[src/sv/ssb_ram.sv]
// generic single write, single read memory with registered read data
`timescale 1ns / 1ps
module ssb_ram #(
  parameter int DATA_W = 32,
  parameter int ADDR_W = 7
) (
  input  logic              clk,
  input  logic              wr_en,
  input  logic [ADDR_W-1:0] wr_addr,
  input  logic [DATA_W-1:0] wr_data,
  input  logic              rd_en,
  input  logic [ADDR_W-1:0] rd_addr,
  output logic [DATA_W-1:0] rd_data
);

  logic [DATA_W-1:0] mem [(1 << ADDR_W)];
  logic [DATA_W-1:0] rd_data_r;

  always_ff @(posedge clk) begin
    if (wr_en) begin
      mem[wr_addr] <= wr_data;
    end
    if (rd_en) begin
      rd_data_r <= mem[rd_addr];
    end
  end

  assign rd_data = rd_data_r;

endmodule

[config.mk]
export PLATFORM = sky130hd
export DESIGN_NAME = ssb_ram
export DESIGN_NICKNAME = d
export VERILOG_FILES = /design/src/sv/ssb_ram.sv
export SDC_FILE = /design/constraint.sdc
export NUM_CORES = 2
export LEC_CHECK = 0
export BUFFER_PORTS_ARGS = -buffer_cell sky130_fd_sc_hd__buf_2
export CAP_MARGIN = 20
export CORE_ASPECT_RATIO = 0.6
export CORE_MARGIN = 10
export CORE_UTILIZATION = 40
export DETAILED_ROUTE_END_ITERATION = 8
export PLACE_DENSITY = 0.53
export SYNTH_ARGS = -nofsm -noshare
export SYNTH_HDL_FRONTEND = slang
export SYNTH_SLANG_ARGS = --single-unit
export TNS_END_PERCENT = 1
[constraint.sdc]
create_clock -name clk -period 5.2 [get_ports clk]
set_input_delay 0.78 -clock clk [delete_from_list [all_inputs] [get_ports clk]]
set_output_delay 0.78 -clock clk [all_outputs]
set_load 0.005 [all_outputs]
==> impl_metrics.yaml <==
status:
  status: "finished clean"
synthesis:
  yosysTopAreaCell: "edfxtp_1"
  synth_compound_area_frac: 0
  synth.area.mux_share: 0.196
  synth_common_cells: "4128 x edfxtp_1, 1344 x mux4_2, 182 x clkbuf_1"
  synth_area_leaders: "edfxtp_1 79%, mux4_2 19%, clkbuf_1 0.44%"
  ys_types: 16
  syn_inst: 5990
  yosys_warnings: 0
  yosysTopAreaCellShare: 0.792
  synthAdderAreaFrac: 0
  synth_fp_nets: 6039
  yosysMostFrequentCell: "edfxtp_1"
  async_flop_share: 0
  yosysSeqAreaShare: 0.792
  synth_xor_area_frac: 0
  ys_seq_elements: 4128
  synth-simple-area-share: 0.00445
  netlist_area_um2: 157000
  yosys_most_used_dff: "edfxtp_1"
  synth_edf_count: 4128
  synth_top_family_by_area: "multiplexers"
  syn_avg_cell_area_um2: 26.1
cts:
  post-cts-setup-buffer-count: 0
  clock_path_buffers: 4
  cts_root_buf: "clkbuf_16"
  cts.sinks: 4128
  cts_resized: 0
  htree_levels: 5
  numCtsBuffers: 378
  cts_hold_buffers: 0
  clock_latency_ns: 0.97
  clk_pin_slew_ns: 0.07
  cts_tree: "built"
detailed_routing:
  drt_first_pass_iters: 5
  drc: 0
  drt_iter0_markers: 12000
  routed_wl_um: 468000
  vias: 73100
  drt-vias-per-instance: 6.10
  routedWlPerCell_um: 39.0
  ant_nets: 0
die:
  num_io_pins: 81
  rows: 177
  initial_core_util: 0.403
  die_w_um: 828
  dieArea_um2: 418000
  coreArea_um2: 389000
  dieHeight_um: 505
worst_setup_path:
  worst-path-buf-inv: 4
  cp_top_family: "multiplexers"
  critPathMaxFanout: 28
  required_ns: 5.91
  crit_slowest_cell: "mux4_2"
  worst_setup_path_end_kind: "flop"
  crit_type: "in2reg"
  path_cells: "buf_12 -> buf_12 -> buf_12 -> buf_4 -> mux4_2 -> mux4_2 -> mux4_2 -> mux2_2"
  slowest_delay_ns: 0.62
  crit_path_start_kind: "primary input"
  crit_arrival_ns: 4.08
final_layout:
  fillers: 31500
  finalNetCount: 6505
  syn2layout_area_growth_pct: 14.1
  layout-drive-gt1-share: 0.361
  final_util: 0.460
hold_path:
  hold_path.class: "in2reg"
timing:
  setup_violations: 0
  max_freq_ghz: 0.296
  tns_ns: 0
  relSlewSlack: 0.210
  worst_pin_slew_ns: 1.18
  fin_skew_ns: 0.0836
  period_share: 0.649
  finalHoldViolCount: 0
  min_period_ns: 3.37
  rsz0062_at_grt: "no"
  slew_violations: 0
power:
  p_leak_nw: 54.1
  ir_worst_vdd_mv: 0.285
  finalPower_w: 0.0684
  power_density_nw_per_um2: 383
placement:
  io_buffers: 80
  dp_hpwl_um: 275000
  gp_congestion: 0.793
global_routing:
  gr-usage-all-layers: 0.221
  grt_start_max_net_pins: 129
  grt_pass1_vias: 71500
  antenna_found_initial: 104
  grt_pass1_wl_um: 634000
  grt.overflow.total: 0
job:
  drv_cap: 0
-- path summary, 6_finish.rpt --
| kind | startpoint | endpoint | slack [ns] | depth (start not counted) |
|---|---|---|---|---|
| worst min register to register | mem[94][27]$_DFFE_PP_ | rd_data[27]$_DFFE_PP_ | 1.20 | 4 |
| worst max-delay path | rd_addr[0] | rd_data[2]$_DFFE_PP_ | 1.83 | 8 |
| worst max register to register | mem[125][9]$_DFFE_PP_ | rd_data[9]$_DFFE_PP_ | 2.33 | 4 |
| worst min-delay path | wr_data[11] | mem[15][11]$_DFFE_PP_ | 0.25 | 1 |
-- registers in the layout, indices dropped and copies added, names as in the netlist --
register	cells
rd_data	32
mem	4096
-- layout by cell type, fill, tap and decap left out, drive strengths merged, types with 12 or more instances in the layout --
master / n
edfxtp: 4128
mux4: 1344
clkbuf: 458
buf: 402
clkinv: 171
nor2: 122
diode: 36
bufinv: 33
mux2: 32
nand2: 14
clkinvlp: 13
nand3: 12
-- metrics by stage --
stage | area (µm²) | setup WS (ns) | hold WS, ns | std cells
final | 179000 | 1.83 | 0.254 | 12000
after global routing | 179000 | 1.71 | 0.209 | 12000
after CTS | 179000 | 1.84 | 0.246 | 11900
after detailed placement | 167000 | 0.804 | 1.19 | 11300
after global placement | 167000 | 0.809 | 1.19 | 11300
after floorplan | 157000 | 1.18 | 0.879 | 5990
-- metal layers --
layer | vias up | global-route usage | wire [µm]
met1 | 41000 | 0.348 | 206000
met4 | 50 | 0.0386 | 8150
met2 | 4099 | 0.305 | 198000
met5 | - | 0 | 331
met3 | 537 | 0.0661 | 55600
li1 | 27400 | - | -
-- cell type report --
class                   instances  area [µm²]  area share
clock buffers                 458        9970      0.0558
multi-input cells            1546       32300       0.181
repair buffers                402        3870      0.0217
flip-flops and latches       4128      124000       0.694
diodes                         36        90.1    0.000504
clock inverters               226        2000      0.0112
well taps                    5191        6490      0.0363
-- worst register-to-register path, cell delays in order (launching register included) --
cell and delay [ns]:
edfxtp_1 0.37, mux4_2 0.47, mux4_2 0.72, mux4_2 0.76
mux2_2 0.32
-- kinds of logic after synthesis --
| kind of cell | count (synthesis) |
|---|---|
| multiplexers | 1376 |
| flip-flops | 4128 |
| AND/OR/NAND/NOR | 170 |
| buffers and inverters | 316 |
-- power by group --
part	switching (W)	internal, W
Combinational	0.00240	0.00138
Clock	0.0124	0.0153
Sequential	0.000124	0.0368
No activity file was read; power rests on OpenSTA's default activity.
