===== config.mk =====
export PLATFORM = sky130hd
export DESIGN_NAME = ssb_front
export DESIGN_NICKNAME = d
export VERILOG_FILES = /design/src/sv/ssb_pkg.sv /design/src/sv/ssb_front.sv
export SDC_FILE = /design/constraint.sdc
export NUM_CORES = 1
export LEC_CHECK = 0
export ABC_CLOCK_PERIOD_IN_PS = 2100
export BUFFER_PORTS_ARGS = -buffer_cell sky130_fd_sc_hd__clkbuf_2
export CORE_MARGIN = 8
export CORE_UTILIZATION = 33
export CTS_CLUSTER_DIAMETER = 50
export DETAILED_ROUTE_END_ITERATION = 12
export GPL_TIMING_DRIVEN = 1
export HOLD_SLACK_MARGIN = 0.08
export PLACE_DENSITY_LB_ADDON = 0.08
export SLEW_MARGIN = 20
export SYNTH_ARGS = -nofsm -noshare
export SYNTH_HDL_FRONTEND = slang
export SYNTH_SLANG_ARGS = --single-unit

===== constraint.sdc =====
create_clock -name clk -period 2.1 [get_ports clk]
set_input_delay 0.42 -clock clk [delete_from_list [all_inputs] [get_ports clk]]
set_output_delay 0.42 -clock clk [all_outputs]
set_load 0.005 [all_outputs]

===== src/sv/ssb_pkg.sv =====
// shared types and constants of the sprite sort and batch block
`timescale 1ns / 1ps
package ssb_pkg;

  localparam int MAX_SPRITES = 64;
  localparam int IDX_W       = $clog2(MAX_SPRITES);
  localparam int CNT_W       = IDX_W + 1;
  localparam int BANKS       = 2;
  localparam int RAM_ADDR_W  = IDX_W + 1;
  localparam int VOFF_W      = 9;
  localparam int TEX_W       = 16;
  localparam int DEP_W       = 16;

  typedef enum logic [1:0] {
    MODE_NONE      = 2'd0,
    MODE_DEPTH_UP  = 2'd1,
    MODE_DEPTH_DN  = 2'd2,
    MODE_TEXTURE   = 2'd3
  } sort_mode_t;

  typedef enum logic [2:0] {
    BK_IDLE,
    BK_FETCH,
    BK_LATCH,
    BK_SCAN,
    BK_READ,
    BK_LOAD
  } back_state_t;

  typedef struct packed {
    logic [TEX_W-1:0]        texture_id;
    logic signed [DEP_W-1:0] depth;
    logic                    last_sprite;
  } sprite_in_t;

  typedef struct packed {
    logic [IDX_W-1:0]  sprite_index;
    logic [TEX_W-1:0]  texture_out;
    logic              starts_batch;
    logic [VOFF_W-1:0] vertex_offset;
    logic              dropped_any;
    logic              last_result;
  } sprite_out_t;

  typedef struct packed {
    logic [TEX_W-1:0]        tex;
    logic signed [DEP_W-1:0] dep;
  } sprite_entry_t;

  localparam int ENTRY_W = $bits(sprite_entry_t);

  typedef struct packed {
    logic            bank;
    logic [CNT_W-1:0] count;
    logic            dropped;
    sort_mode_t      mode;
  } job_t;

  typedef struct packed {
    logic                  en;
    logic [RAM_ADDR_W-1:0] addr;
    sprite_entry_t         data;
  } ram_wr_t;

  typedef struct packed {
    logic                  en;
    logic [RAM_ADDR_W-1:0] addr;
  } ram_rd_t;

endpackage


===== src/sv/ssb_front.sv =====
// load side: stores sprites into the free bank and posts a sort job per set
`timescale 1ns / 1ps
module ssb_front import ssb_pkg::*; (
  input  logic       clk,
  input  logic       rst_n,
  input  logic       in_push,
  input  sprite_in_t in_data,
  input  logic       job_full,
  input  logic       cfg_valid,
  input  logic [1:0] cfg_data,
  output logic       in_full,
  output ram_wr_t    ram_wr,
  output logic       job_push,
  output job_t       job_data
);

  logic [CNT_W-1:0] count_r, count_nxt;
  logic             ovf_r, ovf_nxt;
  logic             bank_r, bank_nxt;
  sort_mode_t       mode_r, mode_nxt;
  logic             accept;
  logic             has_room;

  assign in_full  = job_full;
  assign accept   = in_push && !job_full;
  assign has_room = (count_r < CNT_W'(MAX_SPRITES));

  always_comb begin
    ram_wr.en       = accept && has_room;
    ram_wr.addr     = {bank_r, count_r[IDX_W-1:0]};
    ram_wr.data.tex = in_data.texture_id;
    ram_wr.data.dep = in_data.depth;
  end

  always_comb begin
    count_nxt = count_r;
    ovf_nxt   = ovf_r;
    bank_nxt  = bank_r;
    mode_nxt  = mode_r;
    if (cfg_valid) begin
      mode_nxt = sort_mode_t'(cfg_data);
    end
    if (accept) begin
      if (has_room) begin
        count_nxt = count_r + CNT_W'(1);
      end else begin
        ovf_nxt = 1'b1;
      end
    end
    job_push         = accept && in_data.last_sprite;
    job_data.bank    = bank_r;
    job_data.count   = count_nxt;
    job_data.dropped = ovf_nxt;
    job_data.mode    = mode_r;
    if (job_push) begin
      count_nxt = '0;
      ovf_nxt   = 1'b0;
      bank_nxt  = !bank_r;
    end
  end

  always_ff @(posedge clk) begin
    if (!rst_n) begin
      count_r <= '0;
      ovf_r   <= 1'b0;
      bank_r  <= 1'b0;
      mode_r  <= MODE_TEXTURE;
    end else begin
      count_r <= count_nxt;
      ovf_r   <= ovf_nxt;
      bank_r  <= bank_nxt;
      mode_r  <= mode_nxt;
    end
  end

endmodule


==> flow_summary.json <==
{
  "outcome": "complete, no violations",
  "critical_path_class": "reg2out",
  "synth_commonest_cells": "buf_4 (41), dfxtp_1 (11), nand2_1 (8)",
  "report.final.slew_viol_count": 0,
  "grt_usage": 0.0794,
  "rows": 18,
  "sequentialPowerShare": 0.528,
  "ys_warn_count": 0,
  "coreArea_sq_um": 2390,
  "power_switching_mw": 0.0995,
  "cts_buffers": 3,
  "path_cells": "or3b_4 > or4_4 > nand2_2 > clkbuf_2",
  "crit_buf_inv": 1,
  "crit_path_max_fanout": 6,
  "crit_start": "count_r[6]$_SDFF_PP0_",
  "critPathMaxStageDelay_ns": 0.43,
  "p_comb_frac": 0.123,
  "port_buffers": 28,
  "drc": 0,
  "wl_um": 1800,
  "syn-mean-instance-area_sq_um": 8.48,
  "path_clk_slew_ns": 0.07,
  "stdcell_area_sq_um": 738,
  "grt_pass1_wl_um": 2640,
  "reg2reg_slack_ns": 0.67,
  "swShare": 0.240,
  "leakagePower_nw": 0.394,
  "hold_path_class": "in2reg",
  "yosysTopAreaCellShare": 0.386,
  "nNetsFinal": 131,
  "die_x_um": 65.1,
  "crit_arrival_ns": 1.64,
  "gp_congestion": 0.670,
  "crit_path_top_delay_cell": "or3b_4",
  "reg2reg_from": "count_r[6]$_SDFF_PP0_",
  "synth_area_leaders": "buf_4 (39%), dfxtp_1 (28%), nor2b_1 (4.7%), nand2_1 (3.8%), xnor2_1 (3.3%)",
  "endpoint": "job_data[8]",
  "area_growth_pct": -7.38,
  "synthMostInstantiatedCell": "buf_4",
  "hold_viol_final": 0,
  "clock_skew_ns": 0.00340,
  "cts-root-buf": "clkbuf_4",
  "dp_slack_ns": 0.0603,
  "power_mw": 0.415,
  "max_freq_mhz": 485,
  "p_clk_frac": 0.349,
  "grt_max_degree": 9,
  "synth_nets": 135,
  "holdWs_ns": 0.345,
  "grt_pass1_vias": 496,
  "r2r_end": "count_r[1]$_SDFF_PP0_",
  "p_int_mw": 0.316,
  "ir_drop_uv": 252,
  "worst_pin_slew_ns": 0.345,
  "die_area_sq_um": 4240,
  "cp-start-kind": "register",
  "clk_path_buf_depth": 2,
  "min_period_over_period": 0.982,
  "initial_utilization": 0.334,
  "yosysSeqAreaShare": 0.276,
  "cts-hold-fix-buffers": 0,
  "placed_cell_area_sq_um": 686,
  "required_ns": 1.68,
  "clock_sinks": 11,
  "hpwlAfterDp_um": 1500,
  "cap_viol_max_count": 0,
  "rr_worst_depth": 4,
  "cts_tree": "yes",
  "synth_edf_count": 0,
  "ant_nets": 0,
  "tns_ns": 0,
  "syn_area_sq_um": 797,
  "synthCells": 94,
  "ys_seq_elements": 11,
  "drive_gt1_frac": 0.472,
  "avgViaCountPerCell": 4.66,
  "grt_overflow_total": 0,
  "drt_iter0_drc": 18,
  "final.min_clock_period_ns": 2.06,
  "ios": 93,
  "wl_per_cell_um": 15.1,
  "rsz0062_at_grt": "true",
  "htreeDepth": 1,
  "powerDensity_nw_per_um2": 562,
  "crit_cells": 4,
  "cp_top_family": "simple AND/OR/NAND/NOR gates",
  "yosysTopAreaCell": "buf_4",
  "num_vias": 554,
  "synth_cell_types": 23,
  "place_inst": 113,
  "final_util": 0.309,
  "antenna_found_initial": 0,
  "instances_no_fill": 119,
  "relSlewSlack": 0.768,
  "dr.pass1.iters": 2,
  "layout_setup_ws_ns": 0.0374,
  "insertion_delay_ns": 0.27,
  "synthFlopType": "dfxtp_1",
  "async_reset_ff_frac": 0,
  "crit_path_end_kind": "output port",
  "die_h_um": 65.1,
  "diodes": 0,
  "setup_viol": 0
}
==> cell type report <==
class / instances / area [sq um]
fillers: 273 / 1650
multi-input cells: 39 / 267
flip-flops and latches: 11 / 223
repair buffers: 33 / 178
well taps: 30 / 37.5
clock buffers: 4 / 26.3
inverters: 2 / 7.51
==> power by group through the flow <==
stage	clock (mW)	combinational (mW)	sequential, mW
after global placement	0	0.0500	0.224
final	0.145	0.0510	0.219
after CTS	0.151	0.0510	0.219
after floorplan	0	0.0774	0.223
after global routing	0.162	0.0587	0.220
after detailed placement	0	0.0495	0.224
==> sequential cells by signal (all words and copies together), names as in the netlist <==
name	count
ovf_r	1
bank_r	1
count_r	7
mode_r	2
==> placed cells by master (no fill, tap or decap) <==
cell / n
and3_1: 1
clkbuf_4: 3
inv_1: 2
nand4bb_1: 1
and2_1: 1
mux2i_1: 2
xnor2_1: 3
ha_1: 1
dfxtp_2: 2
or3_1: 2
a41o_1: 1
nor2b_1: 6
o31ai_1: 1
nand2_2: 1
nand2_1: 7
nand3_1: 2
a21o_1: 1
buf_4: 5
clkbuf_1: 1
mux2_2: 1
or4_4: 1
a21oi_1: 3
clkbuf_2: 28
dfxtp_1: 9
nand3b_1: 1
o21ai_0: 2
or3b_4: 1
==> cells by family after synthesis <==
kind of cell / Yosys count / synth area share
XOR/XNOR: 3 / 0.0330
flip-flops: 11 / 0.276
adder cells (fa/ha/maj): 1 / 0.0157
AO/OA/AOI/OAI: 8 / 0.0628
multiplexers: 3 / 0.0392
AND/OR/NAND/NOR: 24 / 0.173
buffers and inverters: 44 / 0.400
==> worst min path at each step <==
stage                                 from                      to  cells after the start
global placement    mode_r[1]$_SDFFE_PN1P_  mode_r[1]$_SDFFE_PN1P_                      2
CTS                                  rst_n  mode_r[0]$_SDFFE_PN1P_                      2
detailed placement  mode_r[0]$_SDFFE_PN1P_  mode_r[0]$_SDFFE_PN1P_                      2
floorplan           mode_r[0]$_SDFFE_PN1P_  mode_r[0]$_SDFFE_PN1P_                      2
global route                         rst_n  mode_r[1]$_SDFFE_PN1P_                      2
finish                               rst_n  mode_r[1]$_SDFFE_PN1P_                      2
==> metal layers <==
layer  track usage  up-vias  part of all wire
li1              -      259                 -
met1        0.0865      245              0.38
met2         0.109       46              0.41
met3        0.0612        4              0.20
met4        0.0409        0             0.011
met5             0        -                 0
==> what timing repair did <==
item | 4_1_cts | 5_1_grt
gates resized for setup | 1 | 4
endpoints found under the setup margin | 2 | 2
setup buffers | 0 | 2
pin swaps | 1 | 1
Power figures use the tool's default switching activity.
