`config.mk`:
```
export PLATFORM = sky130hd
export DESIGN_NAME = ssb_back
export DESIGN_NICKNAME = d
export VERILOG_FILES = /design/src/sv/ssb_pkg.sv /design/src/sv/ssb_back.sv
export SDC_FILE = /design/constraint.sdc
export NUM_CORES = 2
export LEC_CHECK = 0
export BUFFER_PORTS_ARGS = -buffer_cell sky130_fd_sc_hd__buf_2
export CORE_MARGIN = 2
export CORE_UTILIZATION = 65
export CTS_BUF_LIST = sky130_fd_sc_hd__clkbuf_2 sky130_fd_sc_hd__clkbuf_4 sky130_fd_sc_hd__clkbuf_8
export CTS_CLUSTER_DIAMETER = 120
export DETAILED_ROUTE_END_ITERATION = 8
export PLACE_DENSITY_LB_ADDON = 0.2
export SLEW_MARGIN = 20
export SYNTH_ARGS = -nofsm -noshare
export SYNTH_HDL_FRONTEND = slang
export SYNTH_SLANG_ARGS = --single-unit
```
`constraint.sdc`:
```
create_clock -name clk -period 6.8 [get_ports clk]
set_input_delay 1.02 -clock clk [delete_from_list [all_inputs] [get_ports clk]]
set_output_delay 1.02 -clock clk [all_outputs]
set_load 0.1 [all_outputs]
```
`src/sv/ssb_pkg.sv`:
```
// shared types and constants of the sprite sort and batch block
`timescale 1ns / 1ps
package ssb_pkg;

  localparam int MAX_SPRITES = 64;
  localparam int IDX_W       = $clog2(MAX_SPRITES);
  localparam int CNT_W       = IDX_W + 1;
  localparam int BANKS       = 2;
  localparam int RAM_ADDR_W  = IDX_W + 1;
  localparam int VOFF_W      = 9;
  localparam int TEX_W       = 16;
  localparam int DEP_W       = 16;

  typedef enum logic [1:0] {
    MODE_NONE      = 2'd0,
    MODE_DEPTH_UP  = 2'd1,
    MODE_DEPTH_DN  = 2'd2,
    MODE_TEXTURE   = 2'd3
  } sort_mode_t;

  typedef enum logic [2:0] {
    BK_IDLE,
    BK_FETCH,
    BK_LATCH,
    BK_SCAN,
    BK_READ,
    BK_LOAD
  } back_state_t;

  typedef struct packed {
    logic [TEX_W-1:0]        texture_id;
    logic signed [DEP_W-1:0] depth;
    logic                    last_sprite;
  } sprite_in_t;

  typedef struct packed {
    logic [IDX_W-1:0]  sprite_index;
    logic [TEX_W-1:0]  texture_out;
    logic              starts_batch;
    logic [VOFF_W-1:0] vertex_offset;
    logic              dropped_any;
    logic              last_result;
  } sprite_out_t;

  typedef struct packed {
    logic [TEX_W-1:0]        tex;
    logic signed [DEP_W-1:0] dep;
  } sprite_entry_t;

  localparam int ENTRY_W = $bits(sprite_entry_t);

  typedef struct packed {
    logic            bank;
    logic [CNT_W-1:0] count;
    logic            dropped;
    sort_mode_t      mode;
  } job_t;

  typedef struct packed {
    logic                  en;
    logic [RAM_ADDR_W-1:0] addr;
    sprite_entry_t         data;
  } ram_wr_t;

  typedef struct packed {
    logic                  en;
    logic [RAM_ADDR_W-1:0] addr;
  } ram_rd_t;

endpackage

```
`src/sv/ssb_back.sv`:
```
// sort side: ranks each sprite by a scan of its bank, then emits in rank order
`timescale 1ns / 1ps
module ssb_back import ssb_pkg::*; (
  input  logic          clk,
  input  logic          rst_n,
  input  logic          job_valid,
  input  job_t          job,
  output logic          job_pop,
  output ram_rd_t       ram_rd,
  input  sprite_entry_t ram_rdata,
  output logic          out_empty,
  input  logic          out_pop,
  output sprite_out_t   out_data
);

  localparam int ORD_W = IDX_W + TEX_W;

  back_state_t state_r, state_nxt;

  logic [IDX_W-1:0]        i_r, j_r, p_r, rank_r;
  logic [TEX_W-1:0]        key_tex_r, prev_tex_r;
  logic signed [DEP_W-1:0] key_dep_r;
  logic [IDX_W-1:0]        n_m1;

  logic [ORD_W-1:0] ord_mem [MAX_SPRITES];
  logic [ORD_W-1:0] ord_rdata_r;
  logic             ord_wr_en, ord_rd_en;
  logic [IDX_W-1:0] ord_wr_addr;

  logic             ahead, equal, hit, scan_end, last_i, last_p, load_out;
  logic [IDX_W-1:0] rank_sum;
  logic [IDX_W-1:0] ord_index;
  logic [TEX_W-1:0] ord_tex;

  logic        out_valid_r;
  sprite_out_t out_data_r;

  assign n_m1      = IDX_W'(job.count - CNT_W'(1));
  assign scan_end  = (j_r == n_m1);
  assign last_i    = (i_r == n_m1);
  assign last_p    = (p_r == n_m1);
  assign load_out  = !out_valid_r || out_pop;
  assign ord_index = ord_rdata_r[ORD_W-1 -: IDX_W];
  assign ord_tex   = ord_rdata_r[TEX_W-1:0];

  // does the scanned sprite rank ahead of the held one
  always_comb begin
    unique case (job.mode)
      MODE_DEPTH_UP: begin
        ahead = (ram_rdata.dep < key_dep_r);
        equal = (ram_rdata.dep == key_dep_r);
      end
      MODE_DEPTH_DN: begin
        ahead = (ram_rdata.dep > key_dep_r);
        equal = (ram_rdata.dep == key_dep_r);
      end
      MODE_TEXTURE: begin
        ahead = (ram_rdata.tex < key_tex_r);
        equal = (ram_rdata.tex == key_tex_r);
      end
      default: begin
        ahead = 1'b0;
        equal = 1'b1;
      end
    endcase
    hit      = ahead || (equal && (j_r < i_r));
    rank_sum = rank_r + IDX_W'(hit);
  end

  always_comb begin
    state_nxt = state_r;
    unique case (state_r)
      BK_IDLE:  if (job_valid) state_nxt = BK_FETCH;
      BK_FETCH: state_nxt = BK_LATCH;
      BK_LATCH: state_nxt = BK_SCAN;
      BK_SCAN: begin
        if (scan_end) begin
          state_nxt = last_i ? BK_READ : BK_FETCH;
        end
      end
      BK_READ:  state_nxt = BK_LOAD;
      BK_LOAD: begin
        if (load_out) begin
          state_nxt = last_p ? BK_IDLE : BK_READ;
        end
      end
      default:  state_nxt = BK_IDLE;
    endcase
  end

  always_comb begin
    ram_rd.en   = 1'b0;
    ram_rd.addr = {job.bank, i_r};
    ord_wr_en   = 1'b0;
    ord_wr_addr = rank_sum;
    ord_rd_en   = 1'b0;
    job_pop     = 1'b0;
    unique case (state_r)
      BK_FETCH: ram_rd.en = 1'b1;
      BK_LATCH: begin
        ram_rd.en   = 1'b1;
        ram_rd.addr = {job.bank, {IDX_W{1'b0}}};
      end
      BK_SCAN: begin
        ram_rd.en   = !scan_end;
        ram_rd.addr = {job.bank, j_r + IDX_W'(1)};
        ord_wr_en   = scan_end;
      end
      BK_READ:  ord_rd_en = 1'b1;
      BK_LOAD:  job_pop = load_out && last_p;
      default: begin
      end
    endcase
  end

  always_ff @(posedge clk) begin
    if (ord_wr_en) begin
      ord_mem[ord_wr_addr] <= {i_r, key_tex_r};
    end
    if (ord_rd_en) begin
      ord_rdata_r <= ord_mem[p_r];
    end
  end

  always_ff @(posedge clk) begin
    case (state_r)
      BK_IDLE: begin
        i_r <= '0;
      end
      BK_LATCH: begin
        key_tex_r <= ram_rdata.tex;
        key_dep_r <= ram_rdata.dep;
        j_r       <= '0;
        rank_r    <= '0;
      end
      BK_SCAN: begin
        j_r    <= j_r + IDX_W'(1);
        rank_r <= rank_sum;
        if (scan_end) begin
          i_r <= i_r + IDX_W'(1);
          p_r <= '0;
        end
      end
      BK_LOAD: begin
        if (load_out) begin
          p_r        <= p_r + IDX_W'(1);
          prev_tex_r <= ord_tex;
          out_data_r.sprite_index  <= ord_index;
          out_data_r.texture_out   <= ord_tex;
          out_data_r.starts_batch  <= (p_r == '0) || (ord_tex != prev_tex_r);
          out_data_r.vertex_offset <= (VOFF_W'(p_r) << 2) + (VOFF_W'(p_r) << 1);
          out_data_r.dropped_any   <= job.dropped;
          out_data_r.last_result   <= last_p;
        end
      end
      default: begin
      end
    endcase
  end

  always_ff @(posedge clk) begin
    if (!rst_n) begin
      state_r     <= BK_IDLE;
      out_valid_r <= 1'b0;
    end else begin
      state_r <= state_nxt;
      if (state_r == BK_LOAD && load_out) begin
        out_valid_r <= 1'b1;
      end else if (out_pop) begin
        out_valid_r <= 1'b0;
      end
    end
  end

  assign out_empty = !out_valid_r;
  assign out_data  = out_data_r;

endmodule

```
==> impl_metrics.json <==
{
  "outcome": "finished, final reports clean",
  "ys_top_cells_by_area": "edfxtp_1 77%, mux4_2 17%, ha_1 1.2%, nor2_1 0.63%, a22oi_1 0.55%",
  "die_x_um": 307,
  "power_frac_clock_pct": 40.2,
  "vias_per_cell": 6.61,
  "pin_count": 91,
  "setup_viol": 0,
  "clockBufferDepth": 3,
  "ys.flop_type": "edfxtp_1",
  "crit_type": "reg -> reg",
  "port_buffers": 86,
  "routed_wl_um": 133000,
  "htreeDepth": 4,
  "fmax_mhz": 194,
  "fin_crit_sh_pct": 75.8,
  "yosys.area.top_type_share_pct": 76.6,
  "dp_hpwl_um": 74200,
  "synth_cell_types": 58,
  "grt_first_pass_wirelength_um": 192000,
  "fp.dieH_um": 307,
  "grt_overflow_total": 0,
  "yosysSeqAreaShare_pct": 76.7,
  "swShare_pct": 20.6,
  "cp-end-kind": "flip-flop",
  "crit_arrival_ps": 5670,
  "rows": 111,
  "antenna_found_initial": 4,
  "synth.avg_cell_area_um2": 22.9,
  "final_nets": 3005,
  "grt_util_all_layers_pct": 29.0,
  "cap_violations": 0,
  "min_period_ps": 5150,
  "holdCritPathClass": "in -> reg",
  "setup_tns_ps": 0,
  "drive_gt1_share_pct": 34.8,
  "tightest_slew_ps": 1010,
  "skew_ps": 48.3,
  "combPwrFrac_pct": 2.5,
  "ctsResizeCount": 0,
  "yosysWarnings": 0,
  "synthMostInstantiatedCell": "edfxtp_1",
  "hold_viol": 0,
  "clk_pin_slew_ps": 60,
  "place_inst": 3859,
  "place_congestion": 0.937,
  "postCtsHoldBufs": 0,
  "slew_violations": 0,
  "cts_num_sinks": 1523,
  "start_util_pct": 65.3,
  "die-area_mm2": 0.0941,
  "power.internal_mw": 14.4,
  "synth_edf_count": 1519,
  "cts_setup_buffers": 0,
  "cts_tree": "done",
  "syn-cell-area_mm2": 0.0596,
  "root_buffer": "clkbuf_8",
  "maxSlewHeadroom_pct": 32.6,
  "routedWlPerCell_um": 31.0,
  "syn_nets": 2701,
  "clk_latency_ps": 900,
  "synth_common_cells": "1519 x edfxtp_1, 440 x mux4_2, 100 x nor2_1",
  "core_mm2": 0.0912,
  "first_pass_iters": 5,
  "syn-instance-count": 2597,
  "grt_max_degree": 141,
  "cp.required_ps": 7320,
  "async_flop_share_pct": 0,
  "route.vias.total": 28300,
  "seq_power_share_pct": 57.4,
  "p_leak_nw": 21.0,
  "grt_pass1_vias": 29000,
  "critPathLaunchType": "flip-flop",
  "rsz0062_at_grt": "false",
  "critPathMaxFanout": 65,
  "antenna_left": 0,
  "route.detailed.drc": 0,
  "synth_top_cell_by_area": "edfxtp_1",
  "ys_seq_elements": 1523,
  "stdcell_count": 4276,
  "dpl_cell_area_mm2": 0.0621,
  "p_sw_mw": 3.74,
  "cts_buffers": 226,
  "areaGrowthSynthToFinish_pct": 11.8,
  "p_per_area_mw_per_mm2": 273,
  "final_area_mm2": 0.0666,
  "peakVddDrop_mv": 0.198,
  "drt_iter0_drc": 3585
}
[final cells by class]
cell class	count	area [um^2]
Inverter	56	215
Antenna cell	1	2.50
Clock buffer	300	3720
Fill cell	4980	24700
Timing Repair Buffer	196	1400
Clock inverter	116	795
Tap cell	1186	1480
Sequential cell	1523	45700
Multi-Input combinational cell	898	13300
[metrics by stage]
step           hold slack [ps]  util, %  power (mW)  setup WS, ps
2_1_floorplan              400        -        10.9          1530
3_3_place_gp               407     68.0        11.0          1460
3_5_place_dp               406     68.0        11.1          1360
4_1_cts                    268     73.0        18.3          1710
5_1_grt                    294     73.0        18.7          1400
6_report                   324     73.0        18.2          1650
[path summary, 6_finish.rpt]
| kind | from | end | slack [ps] | cells past startpoint |
|---|---|---|---|---|
| max | key_tex_r[10] | ord_mem[26][16] | 1650 | 16 |
| min | job[2] | out_data[1] | 320 | 1 |
| max reg2reg | key_tex_r[10] | ord_mem[26][16] | 1650 | 16 |
| min reg2reg | ord_rdata_r[21] | out_data[33] | 410 | 0 |
[logic make-up after synthesis]
| group | count (synthesis) | share of synthesized area [%] |
|---|---|---|
| multiplexers | 440 | 16.6 |
| AND/OR/NAND/NOR | 234 | 2.05 |
| AO/OA/AOI/OAI | 108 | 1.25 |
| XOR/XNOR | 58 | 0.853 |
| other | 1 | 0.00630 |
| flip-flops | 1523 | 76.7 |
| buffers and inverters | 176 | 1.30 |
| adder cells (fa/ha/maj) | 57 | 1.21 |
[registers in the layout, summed over array words and instances, names as in the netlist]
register and flops:
i_r 6, j_r 6, key_dep_r 16, key_tex_r 16
ord_mem 1408, ord_rdata_r 22, out_data 33, out_valid_r 1
p_r 6, rank_r 6, state_r 3
[metal layers]
metal / GRT usage (%) / wire length [um]
met1: 39.6 / 49200
met2: 47.1 / 67000
met3: 6.98 / 12900
met4: 9.67 / 3530
met5: 0 / 12
[worst max-delay path, cell delays in order, from the launching register on]
cell	delay, ps
edfxtp_1	320
buf_4	570
inv_1	110
ha_1	330
nand2_1	80
o21a_1	230
a21oi_1	150
o21ai_0	120
a32oi_1	190
o311ai_0	190
buf_4	200
ha_1	210
ha_1	240
xnor2_1	770
nand4_4	430
nor2_2	220
buf_4	410
[layout by cell type (no fill, tap or decap), drive strengths merged, types with 3 or more instances in the layout]
| cell | instances |
|---|---|
| o211ai | 4 |
| a22oi | 44 |
| clkinv | 96 |
| a211oi | 3 |
| nand4 | 16 |
| o21bai | 4 |
| dfxtp | 4 |
| clkbuf | 300 |
| nand2 | 52 |
| buf | 196 |
| clkinvlp | 3 |
| nor2b | 11 |
| nor3b | 3 |
| xnor2 | 31 |
| and2 | 3 |
| inv | 63 |
| nor3 | 4 |
| mux4 | 440 |
| o22ai | 5 |
| xor2 | 27 |
| and3 | 6 |
| ha | 56 |
| nor4 | 7 |
| nand2b | 3 |
| nor2 | 101 |
| nand3 | 15 |
| edfxtp | 1519 |
| a21o | 5 |
| bufinv | 10 |
| o21ai | 8 |
| a21oi | 23 |
| or4 | 3 |
[power by group through the flow]
stage | sequential (mW) | combinational [mW] | clock (mW)
after floorplan | 10.7 | 0.177 | 0
after global routing | 10.4 | 0.487 | 7.77
after global placement | 10.6 | 0.415 | 0
after CTS | 10.4 | 0.446 | 7.40
final | 10.4 | 0.451 | 7.29
after detailed placement | 10.6 | 0.446 | 0
(Power assumes the default switching activity.)
