## src/sv/ssb_pkg.sv

```systemverilog
// shared types and constants of the sprite sort and batch block
`timescale 1ns / 1ps
package ssb_pkg;

  localparam int MAX_SPRITES = 64;
  localparam int IDX_W       = $clog2(MAX_SPRITES);
  localparam int CNT_W       = IDX_W + 1;
  localparam int BANKS       = 2;
  localparam int RAM_ADDR_W  = IDX_W + 1;
  localparam int VOFF_W      = 9;
  localparam int TEX_W       = 16;
  localparam int DEP_W       = 16;

  typedef enum logic [1:0] {
    MODE_NONE      = 2'd0,
    MODE_DEPTH_UP  = 2'd1,
    MODE_DEPTH_DN  = 2'd2,
    MODE_TEXTURE   = 2'd3
  } sort_mode_t;

  typedef enum logic [2:0] {
    BK_IDLE,
    BK_FETCH,
    BK_LATCH,
    BK_SCAN,
    BK_READ,
    BK_LOAD
  } back_state_t;

  typedef struct packed {
    logic [TEX_W-1:0]        texture_id;
    logic signed [DEP_W-1:0] depth;
    logic                    last_sprite;
  } sprite_in_t;

  typedef struct packed {
    logic [IDX_W-1:0]  sprite_index;
    logic [TEX_W-1:0]  texture_out;
    logic              starts_batch;
    logic [VOFF_W-1:0] vertex_offset;
    logic              dropped_any;
    logic              last_result;
  } sprite_out_t;

  typedef struct packed {
    logic [TEX_W-1:0]        tex;
    logic signed [DEP_W-1:0] dep;
  } sprite_entry_t;

  localparam int ENTRY_W = $bits(sprite_entry_t);

  typedef struct packed {
    logic            bank;
    logic [CNT_W-1:0] count;
    logic            dropped;
    sort_mode_t      mode;
  } job_t;

  typedef struct packed {
    logic                  en;
    logic [RAM_ADDR_W-1:0] addr;
    sprite_entry_t         data;
  } ram_wr_t;

  typedef struct packed {
    logic                  en;
    logic [RAM_ADDR_W-1:0] addr;
  } ram_rd_t;

endpackage

```

## src/sv/ssb_job_queue.sv

```systemverilog
// two-entry queue of sort jobs between load side and sort side
`timescale 1ns / 1ps
module ssb_job_queue import ssb_pkg::*; (
  input  logic clk,
  input  logic rst_n,
  input  logic push,
  input  job_t push_data,
  input  logic pop,
  output logic full,
  output logic valid,
  output job_t head
);

  job_t       slot_r [BANKS];
  logic       wr_ptr_r, wr_ptr_nxt;
  logic       rd_ptr_r, rd_ptr_nxt;
  logic [1:0] used_r, used_nxt;

  assign full  = (used_r == 2'(BANKS));
  assign valid = (used_r != 2'd0);
  assign head  = slot_r[rd_ptr_r];

  always_comb begin
    wr_ptr_nxt = wr_ptr_r;
    rd_ptr_nxt = rd_ptr_r;
    used_nxt   = used_r;
    if (push) begin
      wr_ptr_nxt = !wr_ptr_r;
    end
    if (pop) begin
      rd_ptr_nxt = !rd_ptr_r;
    end
    if (push && !pop) begin
      used_nxt = used_r + 2'd1;
    end else if (pop && !push) begin
      used_nxt = used_r - 2'd1;
    end
  end

  always_ff @(posedge clk) begin
    if (push) begin
      slot_r[wr_ptr_r] <= push_data;
    end
  end

  always_ff @(posedge clk) begin
    if (!rst_n) begin
      wr_ptr_r <= 1'b0;
      rd_ptr_r <= 1'b0;
      used_r   <= '0;
    end else begin
      wr_ptr_r <= wr_ptr_nxt;
      rd_ptr_r <= rd_ptr_nxt;
      used_r   <= used_nxt;
    end
  end

endmodule

```

## config.mk

```make
export PLATFORM = sky130hd
export DESIGN_NAME = ssb_job_queue
export DESIGN_NICKNAME = d
export VERILOG_FILES = /design/src/sv/ssb_pkg.sv /design/src/sv/ssb_job_queue.sv
export SDC_FILE = /design/constraint.sdc
export NUM_CORES = 1
export LEC_CHECK = 0
export BUFFER_PORTS_ARGS = -buffer_cell sky130_fd_sc_hd__buf_2
export CORE_MARGIN = 2
export CORE_UTILIZATION = 48
export DETAILED_ROUTE_END_ITERATION = 10
export GPL_ROUTABILITY_DRIVEN = 1
export PLACE_DENSITY = 0.72
export SYNTH_ARGS = -nofsm -noshare
export SYNTH_HDL_FRONTEND = slang
export SYNTH_SLANG_ARGS = --single-unit
```

## constraint.sdc

```tcl
create_clock -name clk -period 2.5 [get_ports clk]
set_input_delay 0 -clock clk [delete_from_list [all_inputs] [get_ports clk]]
set_output_delay 0 -clock clk [all_outputs]
set_load 0.02 [all_outputs]
```

==> results.sh, run 1 <==
export IMPL_cts_resized=0
export IMPL_rr_worst_depth=2
export IMPL_yosysUniqueCellTypes=16
export IMPL_nNetsFinal=116
export IMPL_syn_to_final_growth_pct=31.81
export IMPL_path_class="register to primary output"
export IMPL_grt_first_pass_wirelength_microns=2408
export IMPL_first_iter_violations=4
export IMPL_fillers=150
export IMPL_grt_antenna_before_repair=0
export IMPL_htreeDepth=1
export IMPL_drt_pass1_iter_count=4
export IMPL_drc_errors=0
export IMPL_gp_congestion=0.6658
export IMPL_syn_num_nets=72
export IMPL_root_buffer="clkbuf_4"
export IMPL_drv_cap=0
export IMPL_drive_gt1_share_pct=45.45
export IMPL_crit_path_end_kind="primary output"
export IMPL_num_rows=16
export IMPL_io_pins=28
export IMPL_final_common_cell="buf_2"
export IMPL_vias=600
export IMPL_arrival_ns=1.52
export IMPL_endpoint="head[7]"
export IMPL_syn_inst=56
export IMPL_cp_max_fo=11
export IMPL_cp_start_kind="register"
export IMPL_fp_dieH_microns=49.90
export IMPL_core_area_sq_um=1982
export IMPL_n_antenna_cell=0
export IMPL_clk_pin_slew_ns=0.14
export IMPL_status="complete, no violations"
export IMPL_period_minus_slack_ns=1.522
export IMPL_ir_drop_mv=0.3807
export IMPL_pwr_density_cell_nw_per_um2=640.8
export IMPL_postLayoutCoreUtil_pct=67.23
export IMPL_finalClockSkew_ns=0.002215
export IMPL_synth_area_leaders="edfxtp_1 (65%), mux2_2 (12%), dfxtp_1 (9.9%)"
export IMPL_syn_avg_cell_area_sq_um=18.05
export IMPL_seq_area_frac_synth_pct=75.25
export IMPL_clock_path_buffers=2
export IMPL_synth_top_cell_by_area="edfxtp_1"
export IMPL_die_w_microns=49.90
export IMPL_grt_ovfl_total=0
export IMPL_portBuffers=27
export IMPL_wl_microns=1552
export IMPL_regArea_sq_um=760.7
export IMPL_rsz0062_at_grt="false"
export IMPL_finalCritPeriodShare_pct=60.88
export IMPL_ys_ff_latch=27
export IMPL_numCtsBuffers=3
export IMPL_tns_ns=0
export IMPL_multi_input_area_sq_um=241.5
export IMPL_syn_area_sq_um=1011
export IMPL_cts_tree="yes"
export IMPL_hold_viol=0
export IMPL_p_leak_nw=0.5260
export IMPL_die_area_sq_um=2490
export IMPL_routed_via_density=4.762
export IMPL_drv_slew=0
export IMPL_r2r_setup_slack_ns=1.23
export IMPL_fmax_mhz=657.0
export IMPL_r2r_start="wr_ptr_r$_SDFFE_PN0P_"
export IMPL_start_util_pct=51.01
export IMPL_hold_start="pop"
export IMPL_insertion_delay_ns=0.31
export IMPL_r2r_end="slot_r[0][9]$_DFFE_PP_"
export IMPL_grt_usage_pct=13.29
export IMPL_slew_headroom_pct=65.55
export IMPL_drtAntennaViolNets=0
export IMPL_holdCritPathClass="input port to register"
export IMPL_ys_warn_count=0
export IMPL_setup_viol=0
export IMPL_grt_max_degree=17
export IMPL_required_ns=2.50
export IMPL_cts_sinks=27
export IMPL_wl_per_cell_microns=12.32
export IMPL_synth_top_cell_area_share_pct=65.35
export IMPL_final_cell_mix="buf_2 (27), edfxtp_1 (22), dlygate4sd3_1 (12)"
export IMPL_grt_pass1_vias=569
export IMPL_tightest_slew_ns=0.5168
export IMPL_hpwl_microns=1021
export IMPL_post_cts_buffers=0
-- cells in the mapped netlist (all sizes together) --
library cell  count
and2b             1
o21a              1
dfxtp             5
xor2              2
mux2             11
or2               1
inv               1
buf               1
nor2b             2
and2              4
o21ai             1
or3               1
a21boi            1
edfxtp           22
xnor2             1
ha                1
-- worst max-delay path: stages (launching register included) --
cell	delay, ns
dfxtp_1	0.65
mux2_2	0.40
buf_2	0.16
-- layout make-up --
cell class	instances	share of cell area, %
clock buffer	3	1.690
clock inverter	1	0.5634
inverter	1	0.2817
multi-input combinational	27	18.12
sequential	27	57.09
tap	27	2.535
timing repair buffer	40	19.72
-- per-layer routing --
| layer | share of wire (%) | GRT usage (%) | vias to the layer above |
|---|---|---|---|
| met1 | 44 | 13.47 | 285 |
| met4 | 0.77 | 5.556 | 0 |
| met2 | 52 | 25.56 | 18 |
| li1 | - | - | 295 |
| met3 | 3.3 | 3.030 | 2 |
| met5 | 0 | 0 | - |
-- cells by family after synthesis --
kind of cell | synth area share, %
simple gates | 5.817
flops | 75.25
compound gates | 1.980
fa+ha+maj | 1.237
buf+inv | 0.8655
xor+xnor | 2.599
mux | 12.25
-- flip-flops by register name, indices dropped and copies added (netlist names), named ones only --
register  cells
slot_r       22
used_r        2
rd_ptr_r      1
wr_ptr_r      1
-- where the power goes --
part	switching (mW)	total (mW)	internal, mW
combinational	0.0694	0.143	0.0731
clock	0.118	0.179	0.0609
sequential	0.0164	0.532	0.516
-- stage by stage --
stage	hold WS, ns	std cells	total power [mW]	cell area (sq um)	setup slack, ns
finish	0.02354	126	0.8538	1333	0.9780
global route	0.005964	126	0.8940	1333	0.8961
CTS	0.005482	126	0.8682	1333	0.9447
detailed placement	0.1934	110	0.6714	1182	1.220
global placement	0.1892	110	0.6677	1182	1.297
floorplan	0.09887	56	0.6254	1011	1.259
-- repair_timing --
item                                   CTS  global route
setup endpoints to repair                0             0
hold buffers                            12             0
endpoints found under the hold margin   27             0
-- worst min path at each step --
stage	slack [ns]	cells past startpoint	end
after detailed placement	0.19	1	slot_r[1][7]$_DFFE_PP_
after floorplan	0.1	0	slot_r[0][0]$_DFFE_PP_
after global placement	0.19	1	slot_r[1][3]$_DFFE_PP_
final	0.02	3	rd_ptr_r$_SDFFE_PN0P_
after CTS	0.005	3	rd_ptr_r$_SDFFE_PN0P_
after global routing	0.006	3	rd_ptr_r$_SDFFE_PN0P_
No activity file was read; power rests on OpenSTA's default activity.
==> run 2: changes to the inputs <==
Settings changed: CORE_UTILIZATION 48 to 44, PLACE_DENSITY 0.72 to 0.7.
Clock period 2.5 ns to 1.2 ns, I/O delays scaled along.
==> run 2 against run 1 <==
- the flow now finishes with violations (negative setup slack)
- sequential power increased by 110%
- clock skew rose by 0.0021 ns
- core utilization grew 0.90 points
- first-iteration DRC count decreased by 100%
- global-route usage up 1.3 points
- sequential cell count unchanged
- sequential share of layout area decreased by 5.9 points
- largest cell class unchanged
- largest power group unchanged
==> results.sh, run 2 (same netlist as run 1, synthesis figures left out) <==
export IMPL_status="finished with violations"
export IMPL_failed_checks="negative setup slack"
export IMPL_root_buffer="clkbuf_4"
export IMPL_holdCritPathClass="input port to register"
export IMPL_finalClockSkew_ns=0.004364
export IMPL_drv_cap=0
export IMPL_die_w_microns=51.94
export IMPL_start_util_pct=46.15
export IMPL_drtAntennaViolNets=0
export IMPL_n_antenna_cell=0
export IMPL_dpl_instance_area_sq_um=1216
export IMPL_hpwl_microns=1080
export IMPL_first_iter_violations=0
export IMPL_period_minus_slack_ns=1.282
export IMPL_rr_worst_depth=3
export IMPL_num_rows=17
export IMPL_clk_pin_slew_ns=0.13
export IMPL_regArea_sq_um=764.5
export IMPL_core_area_sq_um=2191
export IMPL_finalCritPeriodShare_pct=106.9
export IMPL_p_leak_nw=0.6212
export IMPL_regMostFlops="slot_r"
export IMPL_r2r_setup_slack_ns=0.16
export IMPL_portBuffers=27
export IMPL_routed_via_density=4.644
export IMPL_io_pins=28
export IMPL_arrival_ns=1.28
export IMPL_fin_hold_ws_ns=0.03089
export IMPL_grt_usage_pct=14.56
export IMPL_grt_first_pass_wirelength_microns=2746
export IMPL_tightest_slew_ns=0.1583
export IMPL_grt_antenna_before_repair=0
export IMPL_hold_start="pop"
export IMPL_gp_congestion=0.6676
export IMPL_fillers=155
export IMPL_htreeDepth=1
export IMPL_fmax_mhz=779.9
export IMPL_path_class="register to primary output"
export IMPL_ir_drop_mv=1.051
export IMPL_drt_pass1_iter_count=1
export IMPL_clock_path_buffers=2
export IMPL_multi_input_area_sq_um=281.5
export IMPL_final_common_cell="edfxtp_1"
export IMPL_setup_viol=10
export IMPL_final_cell_area_sq_um=1493
export IMPL_drc_errors=0
export IMPL_wl_microns=1681
export IMPL_largest_reg_flops=22
export IMPL_dp_cells=115
export IMPL_place_ws_ns=0.1786
export IMPL_vias=613
export IMPL_numCtsBuffers=3
export IMPL_hold_viol=0
export IMPL_grt_max_degree=16
export IMPL_slew_headroom_pct=89.41
export IMPL_pwr_density_cell_nw_per_um2=1265
export IMPL_crit_path_end_kind="primary output"
export IMPL_final_cell_mix="edfxtp_1 (22), buf_2 (16), buf_6 (14)"
export IMPL_cp_start_kind="register"
export IMPL_cts_tree="yes"
export IMPL_nNetsFinal=121
export IMPL_postLayoutCoreUtil_pct=68.13
export IMPL_rsz0062_at_grt="true"
export IMPL_insertion_delay_ns=0.31
export IMPL_grt_ovfl_total=0
export IMPL_grt_pass1_vias=605
export IMPL_layoutNonFillerInstCount=132
export IMPL_cts_sinks=27
export IMPL_die_area_sq_um=2697
export IMPL_finalWorstSetupSlack_ns=-0.08229
export IMPL_fp_dieH_microns=51.94
export IMPL_required_ns=1.20
export IMPL_drive_gt1_share_pct=50.00
export IMPL_top_regs="slot_r (22), used_r (2)"
export IMPL_cp_max_fo=4
export IMPL_r2r_start="used_r[0]$_SDFFE_PN0P_"
export IMPL_syn_to_final_growth_pct=47.65
export IMPL_whs_path_depth=3
export IMPL_wl_per_cell_microns=12.73
export IMPL_drv_slew=0
## run 2: final cells by class
cell class	count	share of cell area (%)
sequential	27	51.22
timing repair buffer	45	25.48
multi-input combinational	27	18.86
inverter	1	0.2515
clock inverter	1	0.3353
tap	28	2.347
clock buffer	3	1.509
## run 2: worst paths after layout
path,endpoint
setup reg to reg,used_r[1]$_SDFFE_PN0P_
setup / recovery,head[2]
hold / removal,register
hold reg to reg,used_r[1]$_SDFFE_PN0P_
## run 2: timing repair
action                                  in CTS  in global routing
hold endpoints to repair                    27                  0
hold buffers                                12                  0
buffers inserted                             1                  0
cloned                                       0                  0
endpoints found under the setup margin      11                 11
pin swaps                                    0                  0
gates resized for setup                     37                  0
## run 2: power by group
group	total [mW]	internal [mW]	switching (mW)
combinational	0.415	0.240	0.175
sequential	1.10	1.07	0.0275
clock	0.371	0.125	0.246
total	1.89	1.44	0.449
## run 2: per-stage QoR
| step | power [mW] | TNS, ns |
|---|---|---|
| 6_report | 1.888 | -0.6804 |
| 5_1_grt | 1.988 | -1.280 |
| 4_1_cts | 1.898 | -0.7342 |
| 3_5_place_dp | 1.416 | 0 |
| 3_3_place_gp | 1.407 | 0 |
| 2_1_floorplan | 1.304 | 0 |
## run 2: layer usage
layer / wire (microns) / vias to the layer above / GRT usage, %
met3: 90 / 4 / 3.448
met1: 677 / 291 / 16.86
li1: - / 300 / -
met2: 874 / 18 / 24.68
met4: 38 / 0 / 7.895
met5: 0 / - / 0
## run 2: critical path, stage by stage, from the launching register on
cell and delay [ns]:
dfxtp_4 0.40, buf_6 0.13, mux2_4 0.31, buf_6 0.13
==> run 3: changes to the inputs <==
Settings changed: ABC_AREA set to 1, CORE_MARGIN 2 to 1.5, CORE_UTILIZATION 44 to 45, PLACE_DENSITY 0.7 to 0.71.
==> run 3 against run 2 <==
- the flow still finishes with violations (negative setup slack)
- core utilization grew 0.14 points
- via count grew 8.8%
- worst hold slack gained 0.37 ns
- cell count grew 11%
- sequential share of layout area shrank 0.68 points
- wire length grew 4.8%
- combinational power shrank 9.2%
- critical path depth is the same
- clock-buffer cell count grew 1
- critical endpoint is now head[6]
- largest cell class unchanged
- highest routed layer unchanged
==> results.sh, run 3 <==
export IMPL_htreeDepth=1
export IMPL_crit_path_end_kind="primary output"
export IMPL_core_area_sq_um=2212
export IMPL_die_w_microns=51.56
export IMPL_dp_cells=127
export IMPL_routed_via_density=4.568
export IMPL_synth_xor_area_share_pct=0
export IMPL_ys_ff_latch=27
export IMPL_regMostFlops="slot_r"
export IMPL_hpwl_microns=1157
export IMPL_wl_microns=1761
export IMPL_ys_warn_count=0
export IMPL_dpl_instance_area_sq_um=1250
export IMPL_p_int_mw=1.408
export IMPL_synthSimpleGateAreaFrac_pct=7.075
export IMPL_drt_met1_wl_microns=724
export IMPL_io_pins=28
export IMPL_final_cell_area_sq_um=1510
export IMPL_required_ns=1.20
export IMPL_gp_congestion=0.6327
export IMPL_setup_viol=11
export IMPL_regArea_sq_um=763.2
export IMPL_pwr_density_cell_nw_per_um2=1221
export IMPL_grt_antenna_before_repair=0
export IMPL_synth_top_family_by_area="multiplexers"
export IMPL_rsz0062_at_grt="true"
export IMPL_tns_ns=-0.6917
export IMPL_fillers=174
export IMPL_cts_tree="yes"
export IMPL_p_sw_share_pct=23.67
export IMPL_ir_drop_mv=0.7321
export IMPL_post_synth_top_count_cell="edfxtp_1"
export IMPL_first_iter_violations=12
export IMPL_syn_to_final_growth_pct=42.34
export IMPL_grt_max_degree=15
export IMPL_status="finished with violations"
export IMPL_tightest_slew_ns=0.1597
export IMPL_nNetsFinal=135
export IMPL_synth_area_leaders="edfxtp_1 (62%), mux2_4 (14%), dfxtp_1 (9.4%)"
export IMPL_largest_reg_flops=22
export IMPL_clock_path_buffers=2
export IMPL_grt_usage_pct=15.41
export IMPL_layoutNonFillerInstCount=146
export IMPL_finalWorstSetupSlack_ns=-0.06925
export IMPL_syn_num_nets=85
export IMPL_cp_max_fo=7
export IMPL_top_regs="slot_r (22), used_r (2)"
export IMPL_period_minus_slack_ns=1.269
export IMPL_p_comb_share_pct=20.5
export IMPL_synth_top_cell_by_area="edfxtp_1"
export IMPL_drv_slew=0
export IMPL_async_reset_ff_share_pct=0
export IMPL_drt_pass1_iter_count=3
export IMPL_p_total_mw=1.844
export IMPL_portBuffers=27
export IMPL_holdCritPathClass="input port to register"
export IMPL_clk_pin_slew_ns=0.14
export IMPL_synth_mux_area_share_pct=15.21
export IMPL_drv_cap=0
export IMPL_yosysUniqueCellTypes=14
export IMPL_arrival_ns=1.27
export IMPL_wl_met3_microns=67
export IMPL_synthAdderAreaFrac_pct=1.179
export IMPL_failed_checks="negative setup slack"
export IMPL_drive_gt1_share_pct=41.53
export IMPL_insertion_delay_ns=0.31
export IMPL_drtAntennaViolNets=0
export IMPL_route_met2_wl_microns=955
export IMPL_final_common_cell="edfxtp_1"
export IMPL_p_leak_nw=0.6595
export IMPL_path_class="register to primary output"
export IMPL_fmax_mhz=787.9
export IMPL_slew_headroom_pct=89.35
export IMPL_vias=667
export IMPL_n_antenna_cell=0
export IMPL_finalClockSkew_ns=0.01025
export IMPL_numCtsBuffers=3
export IMPL_synth_compound_area_share_pct=0.9434
export IMPL_synth_top_cell_area_share_pct=62.26
export IMPL_syn_inst=69
export IMPL_grt_ovfl_total=0
export IMPL_p_sw_mw=0.4365
export IMPL_fp_dieH_microns=51.56
export IMPL_ys_flop_type="edfxtp_1"
export IMPL_start_util_pct=47.96
export IMPL_drc_errors=0
export IMPL_seq_area_frac_synth_pct=71.70
export IMPL_multi_input_area_sq_um=262.8
export IMPL_num_rows=17
export IMPL_syn_area_sq_um=1061
export IMPL_finalCritPeriodShare_pct=105.8
export IMPL_p_clk_share_pct=20.2
export IMPL_synth_common_cells="edfxtp_1 (22), mux2_4 (10), nand2_1 (9), nor2_1 (8), inv_1 (7)"
export IMPL_hold_viol=0
export IMPL_synth_edf_count=22
export IMPL_syn_avg_cell_area_sq_um=15.38
export IMPL_cp_start_kind="register"
export IMPL_final_cell_mix="edfxtp_1 (22), buf_2 (16), dlygate4sd3_1 (14)"
export IMPL_pwr_share_seq_pct=59.3
export IMPL_grt_pass1_vias=680
export IMPL_routed_top_layer="met4"
export IMPL_grt_first_pass_wirelength_microns=2870
export IMPL_wl_per_cell_microns=12.06
export IMPL_cts_sinks=27
export IMPL_postLayoutCoreUtil_pct=68.27
export IMPL_die_area_sq_um=2658
export IMPL_root_buffer="clkbuf_4"
## run 3: changes by cell type in the layout (fill, tap and decap cells not counted), sizes merged, moves of 2 or more
cell / previous run / this run
nor2: 0 / 8
nand2: 0 / 9
inv: 1 / 8
nor2b: 2 / 0
and2: 4 / 0
dlygate4sd3: 12 / 14
xor2: 2 / 0
## run 3: per-stage QoR
step                worst slack, ns  hold WS (ns)
floorplan                  0.009823       0.09887
global placement             0.2459        0.1890
detailed placement           0.2325        0.1921
CTS                        -0.08371        0.3971
global route                -0.1471        0.3782
finish                     -0.06925        0.4036
## run 3: critical path, cell delays in order, from the launching register on
cell	delay [ns]
dfxtp_2	0.38
buf_8	0.14
mux2_4	0.31
buf_6	0.13
## run 3: cell type report
| cell class | count | share of cell area [%] |
|---|---|---|
| Timing Repair Buffer | 46 | 26.01 |
| Sequential cell | 27 | 50.54 |
| Clock buffer | 4 | 1.740 |
| Tap cell | 28 | 2.320 |
| Multi-Input combinational cell | 33 | 17.40 |
| Inverter | 8 | 1.988 |
## run 3: worst paths after layout
check / to / start / slack, ns / depth (start not counted)
max: head[6] / register / -0.07 / 3
min: slot_r[0][9]$_DFFE_PP_ / push_data[9] / 0.40 / 2
max reg2reg: slot_r[0][10]$_DFFE_PP_ / wr_ptr_r$_SDFFE_PN0P_ / 0.13 / 3
min reg2reg: rd_ptr_r$_SDFFE_PN0P_ / rd_ptr_r$_SDFFE_PN0P_ / 0.51 / 2
## run 3: cell families after synthesis
| family | Yosys count |
|---|---|
| adder cells (fa/ha/maj) | 1 |
| AND/OR/NAND/NOR | 19 |
| multiplexers | 11 |
| AO/OA/AOI/OAI | 2 |
| flip-flops | 27 |
| buffers and inverters | 9 |
## run 3: metal layers
| metal | up-vias | track usage, % |
|---|---|---|
| met3 | 2 | 3.736 |
| met5 | - | 0 |
| met2 | 19 | 26.28 |
| met4 | 0 | 7.895 |
| li1 | 340 | - |
| met1 | 306 | 17.99 |
## run 3: power groups by stage
stage	logic, mW	registers, mW	clock network [mW]
floorplan	0.190	1.11	0
CTS	0.375	1.09	0.383
detailed placement	0.286	1.11	0
finish	0.377	1.09	0.373
global route	0.412	1.10	0.430
global placement	0.278	1.11	0
## run 3: what timing repair did
item,in CTS,in global routing
pin swaps,0,1
hold buffers,15,0
setup buffers,0,1
gates resized for setup,26,2
endpoints found under the setup margin,11,12
hold endpoints to repair,27,0
